==> src/hdl/i2cmts_pkg.sv <==
// types and constants of the i2c master transaction sequencer
// no dependencies; imported by the top level and the checker
package i2cmts_pkg;

    // bus commands towards the byte-level engine
    typedef enum logic [2:0] {
        CMD_NONE   = 3'd0,
        CMD_START  = 3'd1,
        CMD_SEND   = 3'd2,
        CMD_RXACK  = 3'd3,
        CMD_RXNACK = 3'd4,
        CMD_STOP   = 3'd5
    } t_bus_cmd;

    // transaction phases, named after the command waiting for completion
    typedef enum logic [3:0] {
        PH_IDLE   = 4'd0,
        PH_START  = 4'd1,
        PH_ADDRW  = 4'd2,
        PH_DATAW  = 4'd3,
        PH_REGW   = 4'd4,
        PH_RSTART = 4'd5,
        PH_ADDRR  = 4'd6,
        PH_RXACK  = 4'd7,
        PH_RXNACK = 4'd8
    } t_phase;

    // item function codes
    localparam logic FUNC_REQUEST  = 1'b0;
    localparam logic FUNC_COMPLETE = 1'b1;

    // transaction modes
    localparam logic [1:0] MODE_READ     = 2'd0;
    localparam logic [1:0] MODE_WRITE    = 2'd1;
    localparam logic [1:0] MODE_COMBINED = 2'd2;
    localparam logic [1:0] MODE_RESERVED = 2'd3;

    // engine status codes, upper five bits significant
    localparam logic [7:0] STATUS_MASK   = 8'hF8;
    localparam logic [7:0] STATUS_START  = 8'h08;
    localparam logic [7:0] STATUS_RSTART = 8'h10;
    localparam logic [7:0] STATUS_ADDRW  = 8'h18;
    localparam logic [7:0] STATUS_DATAW  = 8'h28;
    localparam logic [7:0] STATUS_ADDRR  = 8'h40;
    localparam logic [7:0] STATUS_DATAR  = 8'h50;
    localparam logic [7:0] STATUS_DATARN = 8'h58;

    typedef struct packed {
        logic       func;
        logic [1:0] mode;
        logic [6:0] slave_address;
        logic [7:0] byte_count;
        logic [7:0] tx_byte;
        logic [7:0] bus_status;
        logic [7:0] rx_byte;
    } t_in_item;

    typedef struct packed {
        t_bus_cmd   bus_command;
        logic [7:0] send_byte;
        logic       read_valid;
        logic [7:0] read_data;
        logic       done_res;
        logic       failed;
    } t_out_item;

endpackage

==> src/hdl/i2c_master_transaction_sequencer.sv <==
// i2c master transaction sequencer, top level
// depends on i2cmts_pkg
//
// Sits above a byte-level i2c bus engine and decides, one item at a time, the
// next command that engine must run. A request item (func 0) opens a read, a
// write, or a combined transaction (one register byte written, repeated start,
// then reads); the block answers with a start command. Every completion item
// (func 1) carries the engine's status and any received byte; the block checks
// the status against what the pending command should have produced and answers
// with the next command (send address or data, repeated start, receive with
// ack, receive with nack on the last byte, or stop), passing on received bytes
// with read_valid. Write data bytes are taken from tx_byte of the completion
// item at which the next data byte falls due. Any unexpected status ends the
// transaction with a stop flagged done_res and failed. A read count of zero
// reads one byte; a write count of zero sends only the address. Requests while
// busy, completions while idle and the reserved mode all give an all-zero
// result. Exactly one result comes out per item. Throughput is one item per
// clock while o_in_stall is low: the whole decision is one level of phase logic
// between the input handshake and the output register. A one-entry skid stage
// behind the output register keeps input acceptance independent of i_out_stall
// until the skid fills; o_in_stall rises only while that skid is full.
module i2c_master_transaction_sequencer (
    input  logic                  i_clk,
    input  logic                  i_rst_n,
    input  logic                  i_in_valid,
    output logic                  o_in_stall,
    input  i2cmts_pkg::t_in_item  i_in_item,
    output logic                  o_out_valid,
    input  logic                  i_out_stall,
    output i2cmts_pkg::t_out_item o_out_item
);
    import i2cmts_pkg::*;

    // transaction state
    t_phase     r_phase, n_phase;
    logic [1:0] r_active_mode, n_active_mode;
    logic [6:0] r_target_address, n_target_address;
    logic [7:0] r_bytes_left, n_bytes_left;
    logic [7:0] r_held_reg, n_held_reg;

    // output register and skid stage
    logic      r_out_valid;
    t_out_item r_out;
    logic      r_skid_valid;
    t_out_item r_skid;

    logic      in_fire;
    logic      out_take;
    t_out_item res;
    logic [7:0] status;
    logic [7:0] expect_status;
    logic [7:0] rx_left;   // bytes left once the byte just received is counted

    assign o_in_stall  = r_skid_valid;
    assign in_fire     = i_in_valid && !r_skid_valid;
    assign out_take    = r_out_valid && !i_out_stall;
    assign o_out_valid = r_out_valid;
    assign o_out_item  = r_out;

    assign status  = i_in_item.bus_status & STATUS_MASK;
    assign rx_left = (r_bytes_left != 8'd0) ? r_bytes_left - 8'd1 : 8'd0;

    // status the pending command should produce
    always_comb begin
        unique case (r_phase)
            PH_START:  expect_status = STATUS_START;
            PH_ADDRW:  expect_status = STATUS_ADDRW;
            PH_DATAW:  expect_status = STATUS_DATAW;
            PH_REGW:   expect_status = STATUS_DATAW;
            PH_RSTART: expect_status = STATUS_RSTART;
            PH_ADDRR:  expect_status = STATUS_ADDRR;
            PH_RXACK:  expect_status = STATUS_DATAR;
            PH_RXNACK: expect_status = STATUS_DATARN;
            default:   expect_status = 8'd0;
        endcase
    end

    // state register
    always_ff @(posedge i_clk) begin
        if (!i_rst_n) begin
            r_phase          <= PH_IDLE;
            r_active_mode    <= MODE_READ;
            r_target_address <= '0;
            r_bytes_left     <= '0;
            r_held_reg       <= '0;
        end else begin
            r_phase          <= n_phase;
            r_active_mode    <= n_active_mode;
            r_target_address <= n_target_address;
            r_bytes_left     <= n_bytes_left;
            r_held_reg       <= n_held_reg;
        end
    end

    // next phase and result of the accepted item
    always_comb begin
        n_phase          = r_phase;
        n_active_mode    = r_active_mode;
        n_target_address = r_target_address;
        n_bytes_left     = r_bytes_left;
        n_held_reg       = r_held_reg;
        res              = '0;
        res.bus_command  = CMD_NONE;

        if (in_fire) begin
            if (i_in_item.func == FUNC_REQUEST) begin
                // requests only open a transaction from idle with a known mode
                if (r_phase == PH_IDLE && i_in_item.mode != MODE_RESERVED) begin
                    n_active_mode    = i_in_item.mode;
                    n_target_address = i_in_item.slave_address;
                    n_held_reg       = i_in_item.tx_byte;
                    // a read of zero bytes still reads one
                    if (i_in_item.mode != MODE_WRITE && i_in_item.byte_count == 8'd0) begin
                        n_bytes_left = 8'd1;
                    end else begin
                        n_bytes_left = i_in_item.byte_count;
                    end
                    n_phase         = PH_START;
                    res.bus_command = CMD_START;
                end
            end else if (r_phase == PH_IDLE) begin
                // stray completion: nothing to do
                n_phase = PH_IDLE;
            end else if (status != expect_status) begin
                // unexpected status aborts with stop, received byte dropped
                n_phase         = PH_IDLE;
                res.bus_command = CMD_STOP;
                res.done_res    = 1'b1;
                res.failed      = 1'b1;
            end else begin
                unique case (r_phase)
                    PH_START: begin
                        res.bus_command = CMD_SEND;
                        if (r_active_mode == MODE_READ) begin
                            n_phase       = PH_ADDRR;
                            res.send_byte = {r_target_address, 1'b1};
                        end else begin
                            n_phase       = PH_ADDRW;
                            res.send_byte = {r_target_address, 1'b0};
                        end
                    end
                    PH_ADDRW: begin
                        if (r_active_mode == MODE_COMBINED) begin
                            n_phase         = PH_REGW;
                            res.bus_command = CMD_SEND;
                            res.send_byte   = r_held_reg;
                        end else if (r_bytes_left != 8'd0) begin
                            n_bytes_left    = r_bytes_left - 8'd1;
                            n_phase         = PH_DATAW;
                            res.bus_command = CMD_SEND;
                            res.send_byte   = i_in_item.tx_byte;
                        end else begin
                            n_phase         = PH_IDLE;
                            res.bus_command = CMD_STOP;
                            res.done_res    = 1'b1;
                        end
                    end
                    PH_DATAW: begin
                        if (r_bytes_left != 8'd0) begin
                            n_bytes_left    = r_bytes_left - 8'd1;
                            res.bus_command = CMD_SEND;
                            res.send_byte   = i_in_item.tx_byte;
                        end else begin
                            n_phase         = PH_IDLE;
                            res.bus_command = CMD_STOP;
                            res.done_res    = 1'b1;
                        end
                    end
                    PH_REGW: begin
                        n_phase         = PH_RSTART;
                        res.bus_command = CMD_START;
                    end
                    PH_RSTART: begin
                        n_phase         = PH_ADDRR;
                        res.bus_command = CMD_SEND;
                        res.send_byte   = {r_target_address, 1'b1};
                    end
                    PH_ADDRR: begin
                        // last byte gets nack
                        if (r_bytes_left > 8'd1) begin
                            n_phase         = PH_RXACK;
                            res.bus_command = CMD_RXACK;
                        end else begin
                            n_phase         = PH_RXNACK;
                            res.bus_command = CMD_RXNACK;
                        end
                    end
                    PH_RXACK: begin
                        n_bytes_left   = rx_left;
                        res.read_valid = 1'b1;
                        res.read_data  = i_in_item.rx_byte;
                        if (rx_left > 8'd1) begin
                            n_phase         = PH_RXACK;
                            res.bus_command = CMD_RXACK;
                        end else begin
                            n_phase         = PH_RXNACK;
                            res.bus_command = CMD_RXNACK;
                        end
                    end
                    PH_RXNACK: begin
                        n_bytes_left    = 8'd0;
                        n_phase         = PH_IDLE;
                        res.bus_command = CMD_STOP;
                        res.read_valid  = 1'b1;
                        res.read_data   = i_in_item.rx_byte;
                        res.done_res    = 1'b1;
                    end
                    default: begin
                        n_phase = PH_IDLE;
                    end
                endcase
            end
        end
    end

    // output register and skid occupancy
    always_ff @(posedge i_clk) begin
        if (!i_rst_n) begin
            r_out_valid  <= 1'b0;
            r_skid_valid <= 1'b0;
        end else if (r_skid_valid) begin
            // skid drains into the output register when it frees up
            if (out_take) begin
                r_skid_valid <= 1'b0;
            end
        end else if (in_fire) begin
            if (r_out_valid && !out_take) begin
                r_skid_valid <= 1'b1;
            end else begin
                r_out_valid <= 1'b1;
            end
        end else if (out_take) begin
            r_out_valid <= 1'b0;
        end
    end

    // result payloads
    always_ff @(posedge i_clk) begin
        if (r_skid_valid) begin
            if (out_take) begin
                r_out <= r_skid;
            end
        end else if (in_fire) begin
            if (r_out_valid && !out_take) begin
                r_skid <= res;
            end else begin
                r_out <= res;
            end
        end
    end

endmodule

==> config.mk <==
export PLATFORM = sky130hd
export DESIGN_NAME = i2c_master_transaction_sequencer
export DESIGN_NICKNAME = d
export VERILOG_FILES = /design/src/hdl/i2cmts_pkg.sv /design/src/hdl/i2c_master_transaction_sequencer.sv
export SDC_FILE = /design/constraint.sdc
export NUM_CORES = 1
export LEC_CHECK = 0
export ABC_CLOCK_PERIOD_IN_PS = 4700
export BUFFER_PORTS_ARGS = -buffer_cell sky130_fd_sc_hd__buf_4
export CORE_MARGIN = 2
export CORE_UTILIZATION = 59
export DETAILED_ROUTE_END_ITERATION = 10
export GPL_TIMING_DRIVEN = 0
export PLACE_DENSITY = 0.84
export SYNTH_ARGS = -nofsm -noshare
export SYNTH_HDL_FRONTEND = slang
export SYNTH_SLANG_ARGS = --single-unit
==> constraint.sdc <==
create_clock -name i_clk -period 4.7 [get_ports i_clk]
set_input_delay 0.94 -clock i_clk [delete_from_list [all_inputs] [get_ports i_clk]]
set_output_delay 0.94 -clock i_clk [all_outputs]
set_load 0.01 [all_outputs]
# After elaboration in Yosys (flattened, before gate mapping)
# Memories as Yosys holds them, arrays and structs flattened. A register that Yosys moved wholly into a read port is not among the register bits.
# Index checks and enable logic that the tools add are counted.
# Widths: inputs -> output; s select.
[word_totals]
regBits = 75
mem_bits_ro = 64
inputBits = 46
out_inout_bits = 24
wordCells = 121
n_memories = 1
[op_classes]
addsub = 1
order_cmp = 2
eq_ne = 20
n_mux = 53
bitwise_logic = 2
n_reduce_logical = 23
[mem_list]
columns = ["name", "depth", "word_bits", "rd", "rd_ports_with_merged_regs", "wr", "line_no", "rtl"]
rows = [
  ["(no name shown)", 16, 4, 1, 1, 0, "i2c_master_transaction_sequencer.sv:65", "unique case (r_phase)"],
]
[ops]
columns = ["operator", "n"]
rows = [
  ["$mux 22", 5],
  ["$mux 8", 9],
  ["$pmux 8 s4", 2],
  ["$mux 4", 9],
  ["$pmux 4 s7", 1],
  ["$mux 3", 7],
  ["$pmux 3 s7", 1],
  ["$mux 19", 1],
  ["$mux 17", 1],
  ["$eq 4x3->1 const B", 4],
  ["$gt 8x1->1 const B", 2],
  ["$reduce_and 3->1", 5],
  ["$mux 1", 13],
  ["$mux 11", 1],
  ["$ne 2x2->1 const B", 5],
  ["$mux 9", 1],
  ["$eq 4x2->1 const B", 2],
  ["$logic_not 8->1", 1],
  ["$ne 8x8->1", 1],
  ["$reduce_bool 8->1", 1],
  ["$sub 8x1->8 const B", 1],
  ["$reduce_and 6->1", 1],
  ["$reduce_bool 2->1", 3],
  ["$logic_and 1x1->1", 5],
  ["14 further kinds", 19],
]

# Depth between registers and ports, before layout
# Gate-level depths: netlist of the first run.
[depth]
word_depth = 11
depth_mapped = 10
ltp_nobuf = 10

# Worst setup path before layout of the first run
# Ideal clock, no wire load.
[synth_path]
kind = "input to register"
startpoint = "input i_in_valid"
endpoint = "register r_out (netlist bit o_out_item[0]), enable pin"
setup_time_ps = 435
t_arrival_ps = 2770
t_required_ps = 4265
slack_ps = 1495
path_stages = 3
path_buffers = 1
path_cell_list = "nand2b_1 -> buf_6 -> a21boi_0"
[synth_between]
elab_chain_len = 3
[synth_lines]
columns = ["item", "line_no", "rtl"]
rows = [
  ["start, declared", "i2c_master_transaction_sequencer.sv:25", "input logic i_in_valid,"],
  ["$logic_and 1x1->1", "i2c_master_transaction_sequencer.sv:55", "assign in_fire = i_in_valid && !r_skid_valid;"],
  ["$reduce_bool 2->1 (no source line)", "-", ""],
  ["$reduce_and 3->1 (no source line)", "-", ""],
  ["end signal, assigned", "i2c_master_transaction_sequencer.sv:241", "r_out <= r_skid;"],
  ["end signal, assigned", "i2c_master_transaction_sequencer.sv:247", "r_out <= res;"],
  ["end, declared", "i2c_master_transaction_sequencer.sv:43", "t_out_item r_out;"],
]
# Every way passes these cells.
# A chain may end at the register's enable or synchronous reset.

# Final worst setup path of the first run
[layout_path]
startpoint = "input i_in_item[11] (netlist name)"
endpoint = "register r_bytes_left[6]"
[layout_between]
elab_chain_len = 3
[layout_lines]
columns = ["item", "line_no", "rtl"]
rows = [
  ["start, declared", "i2c_master_transaction_sequencer.sv:27", "input i2cmts_pkg::t_in_item i_in_item,"],
  ["$ne 8x8->1", "i2c_master_transaction_sequencer.sv:124", "end else if (status != expect_status) begin"],
  ["$ne 2x2->1 (no source line)", "-", ""],
  ["$reduce_and 6->1 (no source line)", "-", ""],
  ["end signal, assigned", "i2c_master_transaction_sequencer.sv:90", "r_bytes_left <= n_bytes_left;"],
  ["end, declared", "i2c_master_transaction_sequencer.sv:38", "logic [7:0] r_bytes_left, n_bytes_left;"],
]
# Every way passes these cells.

==> results.py, run 1 <==
metrics = {
    "synthesis": {
        "synthCells": 396,
        "netlist_top_cells_area": "edfxtp_1 (32%), dfxtp_1 (17%), mux2_2 (5.4%), mux2i_1 (4.1%), nand2_1 (3.2%)",
        "async_reset_ff_share_pct": 0,
        "synth_cell_types": 69,
        "yosys_warnings": 0,
        "ys_seq_area_share_pct": 48.4,
        "synth_edf_count": 44,
        "synth_area_um2": 4180,
        "synth.top_cell.area_share_pct": 31.6,
        "synthTopCellsByCount": "edfxtp_1 (44), nand2_1 (36), dfxtp_1 (35), nor2_1 (32), a21oi_1 (21)",
        "ys.flop_type": "edfxtp_1",
        "yosysMostFrequentCell": "edfxtp_1",
        "synth_seq_cells": 79,
        "syn_avg_cell_area_um2": 10.5,
        "yosys.area.top_type": "edfxtp_1",
        "synth_nets": 446,
    },
    "sta": {
        "hold_violations": 0,
        "finalCritPeriodShare_pct": 70.7,
        "timing.setup.tns_ns": 0,
        "rsz0062_at_grt": "no",
        "setup_viol": 0,
        "max_freq_mhz": 301,
        "hold_ws_ns": 0.531,
        "slew_violations": 0,
        "relSlewSlack_pct": 31.7,
        "tightest_slew_ns": 1.02,
        "finalCriticalPeriod_ns": 3.32,
        "clock_skew_ns": 0.00962,
    },
    "drt": {
        "ant_nets": 0,
        "drt-pass1-iter-count": 4,
        "wl_um": 9640,
        "wl_per_cell_um": 16.7,
        "drc": 0,
        "viasPerCell": 5.81,
        "drt-initial-drc-count": 169,
        "vias": 3348,
    },
    "clocking": {
        "cts_made_buffers": 9,
        "root_buffer": "clkbuf_8",
        "clockBufferDepth": 2,
        "cts_tree": "yes",
        "h-tree-depth": 3,
        "path_clk_slew_ns": 0.09,
        "cts.sinks": 79,
        "hold_buffers": 0,
        "cts_setup_buffers": 0,
        "cts.repair.resized": 0,
        "clk_latency_ns": 0.36,
    },
    "setup_path": {
        "worstPathMaxFanout": 10,
        "timing.critical_path.to_type": "flop",
        "reg2regPathDepth": 7,
        "cp.arrival_ns": 3.60,
        "required_ns": 4.97,
        "rrSetupSlack_ns": 1.62,
        "crit_type": "in2reg",
        "rr_endpoint": "r_held_reg[5]",
        "r2r-start": "r_phase[3]",
        "start_kind": "input pin",
    },
    "final_layout": {
        "postLayoutCellArea_um2": 5060,
        "fillers": 503,
        "multi_input_area_um2": 2020,
        "post-route-util_pct": 74.1,
        "fin_cells": 576,
        "nNetsFinal": 525,
        "layout-drive-gt1-share_pct": 27.3,
        "diodes": 0,
        "syn_to_final_growth_pct": 21.2,
        "area.sequential_um2": 2020,
    },
    "run": {
        "drv_cap": 0,
    },
    "global_routing": {
        "antenna_found_initial": 0,
        "grt_pass1_vias": 3226,
        "grtUsageTotal_pct": 26.1,
        "grt_overflow_total": 0,
        "grt_start_max_net_pins": 16,
        "grt_pass1_wl_um": 15500,
    },
    "placed_design": {
        "io_buffers": 66,
        "place_hpwl_um": 7040,
        "dpl_cell_area_um2": 4830,
        "placed_cells": 560,
        "gp_congestion": 0.937,
    },
    "floorplanning": {
        "rows": 30,
        "die_y_um": 88.1,
        "start_util_pct": 61.1,
        "io_pins": 70,
        "die_w_um": 88.1,
        "dieArea_um2": 7770,
        "core_region_area_um2": 6830,
    },
    "power_and_ir_drop": {
        "p_leak_nw": 1.97,
        "power.switching_w": 0.000421,
        "power_frac_comb_pct": 14.7,
        "power_frac_seq_pct": 48.2,
        "clkPwrFrac_pct": 37.1,
        "p_int_w": 0.00119,
        "ir_drop_mv": 0.300,
        "switching_share_pct": 26.1,
        "p_per_area_nw_per_um2": 319,
    },
    "min_path": {
        "hold_end": "r_held_reg[0]",
        "worstHoldPathType": "reg2reg",
        "hold_start": "r_held_reg[0]",
        "hold_depth": 2,
    },
    "outcome": {
        "status": "completed",
    },
}
==> per-layer routing <==
layer | global-route usage, % | wire (µm) | part of all wire [%] | vias to the layer above
met5 | 0 | 0 | 0 | -
met4 | 9.23 | 147 | 1.5 | 0
met3 | 4.90 | 585 | 6.1 | 17
met2 | 42.8 | 4650 | 48 | 137
met1 | 34.9 | 4250 | 44 | 1580
li1 | - | - | - | 1614
==> final cells by class <==
type	instances	share of cell area (%)
tap	96	2.37
buffer	19	2.03
clock inverter	6	1.93
inverter	10	0.741
sequential	79	39.9
multi-input combinational	288	39.9
timing repair buffer	68	10.4
clock buffer	10	2.72
==> cells in the final DEF (no fill, tap or decap), types with 4 or more instances in the layout <==
cell type	synthesis	final
a211oi_1	4	4
a21oi_1	21	21
a22oi_1	10	10
a31oi_1	5	5
and2_1	10	10
buf_4	0	66
clkbuf_1	13	13
clkbuf_8	2	12
dfxtp_1	35	35
edfxtp_1	44	44
ha_1	4	4
inv_1	8	8
mux2_2	20	20
mux2i_1	17	17
nand2_1	36	36
nand2b_1	9	9
nand3_1	11	11
nor2_1	32	31
nor2b_1	16	16
nor3_1	8	8
o211a_1	4	4
o211ai_1	5	5
o21ai_0	8	8
xnor2_1	5	5
xor2_1	7	7
==> critical path, stage by stage <==
cell,delay (ns)
buf_4,0.11
xor2_1,0.13
nor3_1,0.74
and2_1,0.27
o211ai_1,0.11
a221oi_2,0.58
clkbuf_1,0.43
nor2_1,0.07
a211oi_1,0.21
==> power by group through the flow <==
| stage | logic [W] | registers, W | clock network [W] |
|---|---|---|---|
| 6_report | 0.000237 | 0.000778 | 0.000600 |
| 5_1_grt | 0.000259 | 0.000782 | 0.000628 |
| 4_1_cts | 0.000236 | 0.000778 | 0.000603 |
| 3_3_place_gp | 0.000225 | 0.000795 | 0 |
| 3_5_place_dp | 0.000234 | 0.000794 | 0 |
| 2_1_floorplan | 0.000135 | 0.000800 | 0 |
==> worst max path at each step <==
stage | from | endpoint | slack (ns) | depth (start not counted)
finish | i_in_item[11] | r_bytes_left[6] | 1.38 | 9
global route | i_in_item[11] | r_bytes_left[6] | 1.25 | 9
CTS | i_in_item[11] | r_bytes_left[6] | 1.43 | 9
detailed placement | i_in_item[11] | r_bytes_left[6] | 1.03 | 9
global placement | i_in_valid | o_out_item[13] | 0.71 | 4
floorplan | i_in_valid | o_out_item[0] | 1.50 | 3
==> through the flow <==
stage / worst slack [ns] / total power [W]
detailed placement: 1.03 / 0.00103
CTS: 1.43 / 0.00162
global route: 1.25 / 0.00167
finish: 1.38 / 0.00161
floorplan: 1.50 / 0.000935
global placement: 0.713 / 0.00102
==> cells by family (layout without fill, tap and decap cells) <==
| family | Yosys count | after routing | share of synthesized area (%) |
|---|---|---|---|
| simple gates | 150 | 150 | 19.8 |
| compound gates | 84 | 84 | 15.0 |
| flops | 79 | 79 | 48.4 |
| mux | 38 | 38 | 9.74 |
| buf+inv | 29 | 113 | 3.36 |
| xor+xnor | 12 | 12 | 2.52 |
| fa+ha+maj | 4 | 4 | 1.20 |
Power figures use the tool's default switching activity.
==> run 2, diff against run 1 <==
Settings changed: ABC_AREA set to 1, ABC_CLOCK_PERIOD_IN_PS 4700 to 2760, CORE_UTILIZATION 59 to 50, PLACE_DENSITY 0.84 to 0.76.
Clock period 4.7 ns to 2.76 ns, I/O delays scaled along.
==> run 2 against run 1 <==
First-iteration DRC count grew 33%. Clock power is 59% higher. Power rose by 65%. Combinational power grew 60%. Sequential share of layout area up 1.8 points. Worst hold slack got worse by 0.11 ns. Count of clock-buffer cells in the layout unchanged. Area after synthesis decreased by 5.0%. Global-route usage down 4.2 points. Design area down 4.4%. Routed wire length fell by 7.8%. Die area up 12%. Largest cell class unchanged.
==> results.py, run 2 <==
metrics = {
    "drt": {
        "viasPerCell": 5.21,
        "drc": 0,
        "wl_um": 8890,
        "ant_nets": 0,
        "vias": 3529,
        "drt-pass1-iter-count": 5,
        "drt-initial-drc-count": 225,
        "wl_per_cell_um": 13.1,
    },
    "final_layout": {
        "final_common_cell": "nand2_1",
        "multi_input_area_um2": 1650,
        "area.sequential_um2": 2020,
        "syn_to_final_growth_pct": 22.0,
        "final_cell_mix": "nand2_1 (92), nor2_1 (76), buf_4 (66)",
        "diodes": 0,
        "layout-drive-gt1-share_pct": 20.7,
        "fillers": 680,
        "nNetsFinal": 620,
        "post-route-util_pct": 62.6,
    },
    "power_and_ir_drop": {
        "ir_drop_mv": 0.221,
        "p_per_area_nw_per_um2": 549,
        "p_leak_nw": 2.13,
    },
    "setup_path": {
        "crit_family": "simple AND/OR/NAND/NOR gates",
        "max_stage_delay_ns": 0.35,
        "timing.critical_path.to_type": "flop",
        "cp_slowest_cell": "dfxtp_1",
        "start_kind": "flop",
        "required_ns": 3.07,
        "rrSetupSlack_ns": 0.43,
        "cp.arrival_ns": 2.63,
        "rr_endpoint": "expect_status[4]",
        "worstPathMaxFanout": 7,
        "path_cells": "inv_1 -> ha_1 -> inv_1 -> nand2_1 -> nand2_1 -> nor2_1 -> nand2_1 -> nor2_1 -> nand3_1 -> nand3_2 -> nand4_1 -> nand2_2 -> nand2_1 -> o21ai_0 -> nand3_1 -> nand2_1",
        "crit_type": "reg2reg",
        "crit_top_cell": "nand2_1",
        "crit_cells": 16,
        "reg2regPathDepth": 16,
        "path_buf_inv": 2,
        "r2r-start": "r_bytes_left[0]",
    },
    "synthesis": {
        "synth.top_cell.area_share_pct": 33.3,
        "synth_nets": 542,
        "synth_area_um2": 3970,
        "netlist_top_cells_area": "edfxtp_1 (33%), dfxtp_1 (18%), nand2_1 (8.7%), nor2_1 (7.3%), o21ai_0 (6.2%)",
        "yosys_warnings": 0,
        "yosys.area.top_type": "edfxtp_1",
        "syn_avg_cell_area_um2": 8.07,
        "yosysMostFrequentCell": "nand2_1",
        "synth_seq_cells": 79,
        "synthTopCellsByCount": "nand2_1 (92), nor2_1 (77), inv_1 (57), o21ai_0 (49), edfxtp_1 (44)",
        "ys.flop_type": "edfxtp_1",
        "synth_cell_types": 34,
        "ys_seq_area_share_pct": 50.9,
        "synth_edf_count": 44,
        "synthCells": 492,
        "async_reset_ff_share_pct": 0,
    },
    "sta": {
        "clock_skew_ns": 0.0114,
        "finalCriticalPeriod_ns": 2.33,
        "relSlewSlack_pct": 66.6,
        "hold_violations": 0,
        "setup_viol": 0,
        "slew_violations": 0,
        "tightest_slew_ns": 0.498,
        "finalCritPeriodShare_pct": 84.4,
        "max_freq_mhz": 429,
        "rsz0062_at_grt": "no",
        "timing.setup.tns_ns": 0,
    },
    "floorplanning": {
        "core_region_area_um2": 7730,
        "dieArea_um2": 8670,
        "start_util_pct": 51.4,
        "die_y_um": 93.1,
        "io_pins": 70,
        "die_w_um": 93.1,
        "rows": 32,
    },
    "clocking": {
        "cts_tree": "yes",
        "clk_latency_ns": 0.36,
        "path_clk_slew_ns": 0.09,
        "cts_made_buffers": 9,
        "cts.repair.resized": 0,
        "cts_setup_buffers": 0,
        "clockBufferDepth": 2,
        "h-tree-depth": 3,
        "hold_buffers": 0,
        "cts.sinks": 79,
        "root_buffer": "clkbuf_8",
    },
    "global_routing": {
        "grt_pass1_wl_um": 15000,
        "grt_overflow_total": 0,
        "grt_start_max_net_pins": 19,
        "antenna_found_initial": 0,
        "grt_pass1_vias": 3292,
        "grtUsageTotal_pct": 21.9,
    },
    "min_path": {
        "hold_end": "r_target_address[6]",
        "hold_depth": 3,
        "worstHoldPathType": "in2reg",
        "hold_start": "i_in_item[38]",
    },
    "outcome": {
        "status": "completed",
    },
    "placed_design": {
        "gp_congestion": 0.917,
        "io_buffers": 65,
        "place_hpwl_um": 6780,
    },
    "run": {
        "drv_cap": 0,
    },
}
run 2: changes by cell type after synthesis, sizes merged, moves of 16 or more:
cell   change
nand3     +19
nor2b     -16
inv       +56
o21ai     +43
mux2      -21
nor2      +56
nand2     +60
mux2i     -17
run 2: kinds of logic after synthesis:
kind of cell,count (synthesis),synth area share [%]
xor+xnor,1,0.221
flops,79,50.9
buf+inv,78,7.66
compound gates,105,15.0
fa+ha+maj,4,1.26
simple gates,225,24.9
run 2: worst max-delay path by stage:
stage	from	end	slack, ns
after CTS	r_bytes_left[0]	expect_status[4]	0.42
after detailed placement	i_in_item[14]	r_bytes_left[7]	0.30
final	r_bytes_left[0]	expect_status[4]	0.43
after floorplan	i_in_valid	o_out_item[0]	0.44
after global routing	r_bytes_left[0]	expect_status[4]	0.16
after global placement	i_in_valid	o_out_item[12]	-0.04
run 2: area by class of cell:
cell class                      instances  share of cell area [%]
Clock inverter                          6                    1.91
Inverter                               66                    5.12
Multi-Input combinational cell        335                    34.1
Tap cell                              102                    2.64
Timing Repair Buffer                   67                    10.7
Clock buffer                           10                    2.64
Buffer                                 12                    1.16
Sequential cell                        79                    41.8
run 2: routing by layer:
metal / wire (µm) / vias up / GRT usage [%]
li1: - / 1795 / -
met3: 530 / 10 / 4.11
met5: 0 / - / 0
met2: 4300 / 126 / 37.2
met4: 119 / 0 / 7.97
met1: 3940 / 1598 / 27.9
run 2: tightest hold or removal path, stage by stage:
cell and delay, ns:
buf_4 0.08, nor2_1 0.03, nor2_1 0.08
run 2: through the flow:
step | instances | power [W] | setup WS [ns] | hold WS (ns) | area [µm²]
after floorplan | 492 | 0.00158 | 0.438 | 0.430 | 3970
after global placement | 659 | 0.00171 | -0.0443 | 0.458 | 4580
after detailed placement | 661 | 0.00173 | 0.297 | 0.459 | 4620
after CTS | 677 | 0.00267 | 0.422 | 0.412 | 4840
after global routing | 677 | 0.00278 | 0.159 | 0.406 | 4840
final | 677 | 0.00266 | 0.430 | 0.419 | 4840
run 2: power by group:
group | internal (W) | leakage [nW] | switching, W
Clock | 0.000514 | 0.103 | 0.000440
Combinational | 0.000155 | 1.31 | 0.000224
Sequential | 0.00130 | 0.713 | 0.0000269
Total | 0.00197 | 2.13 | 0.000691
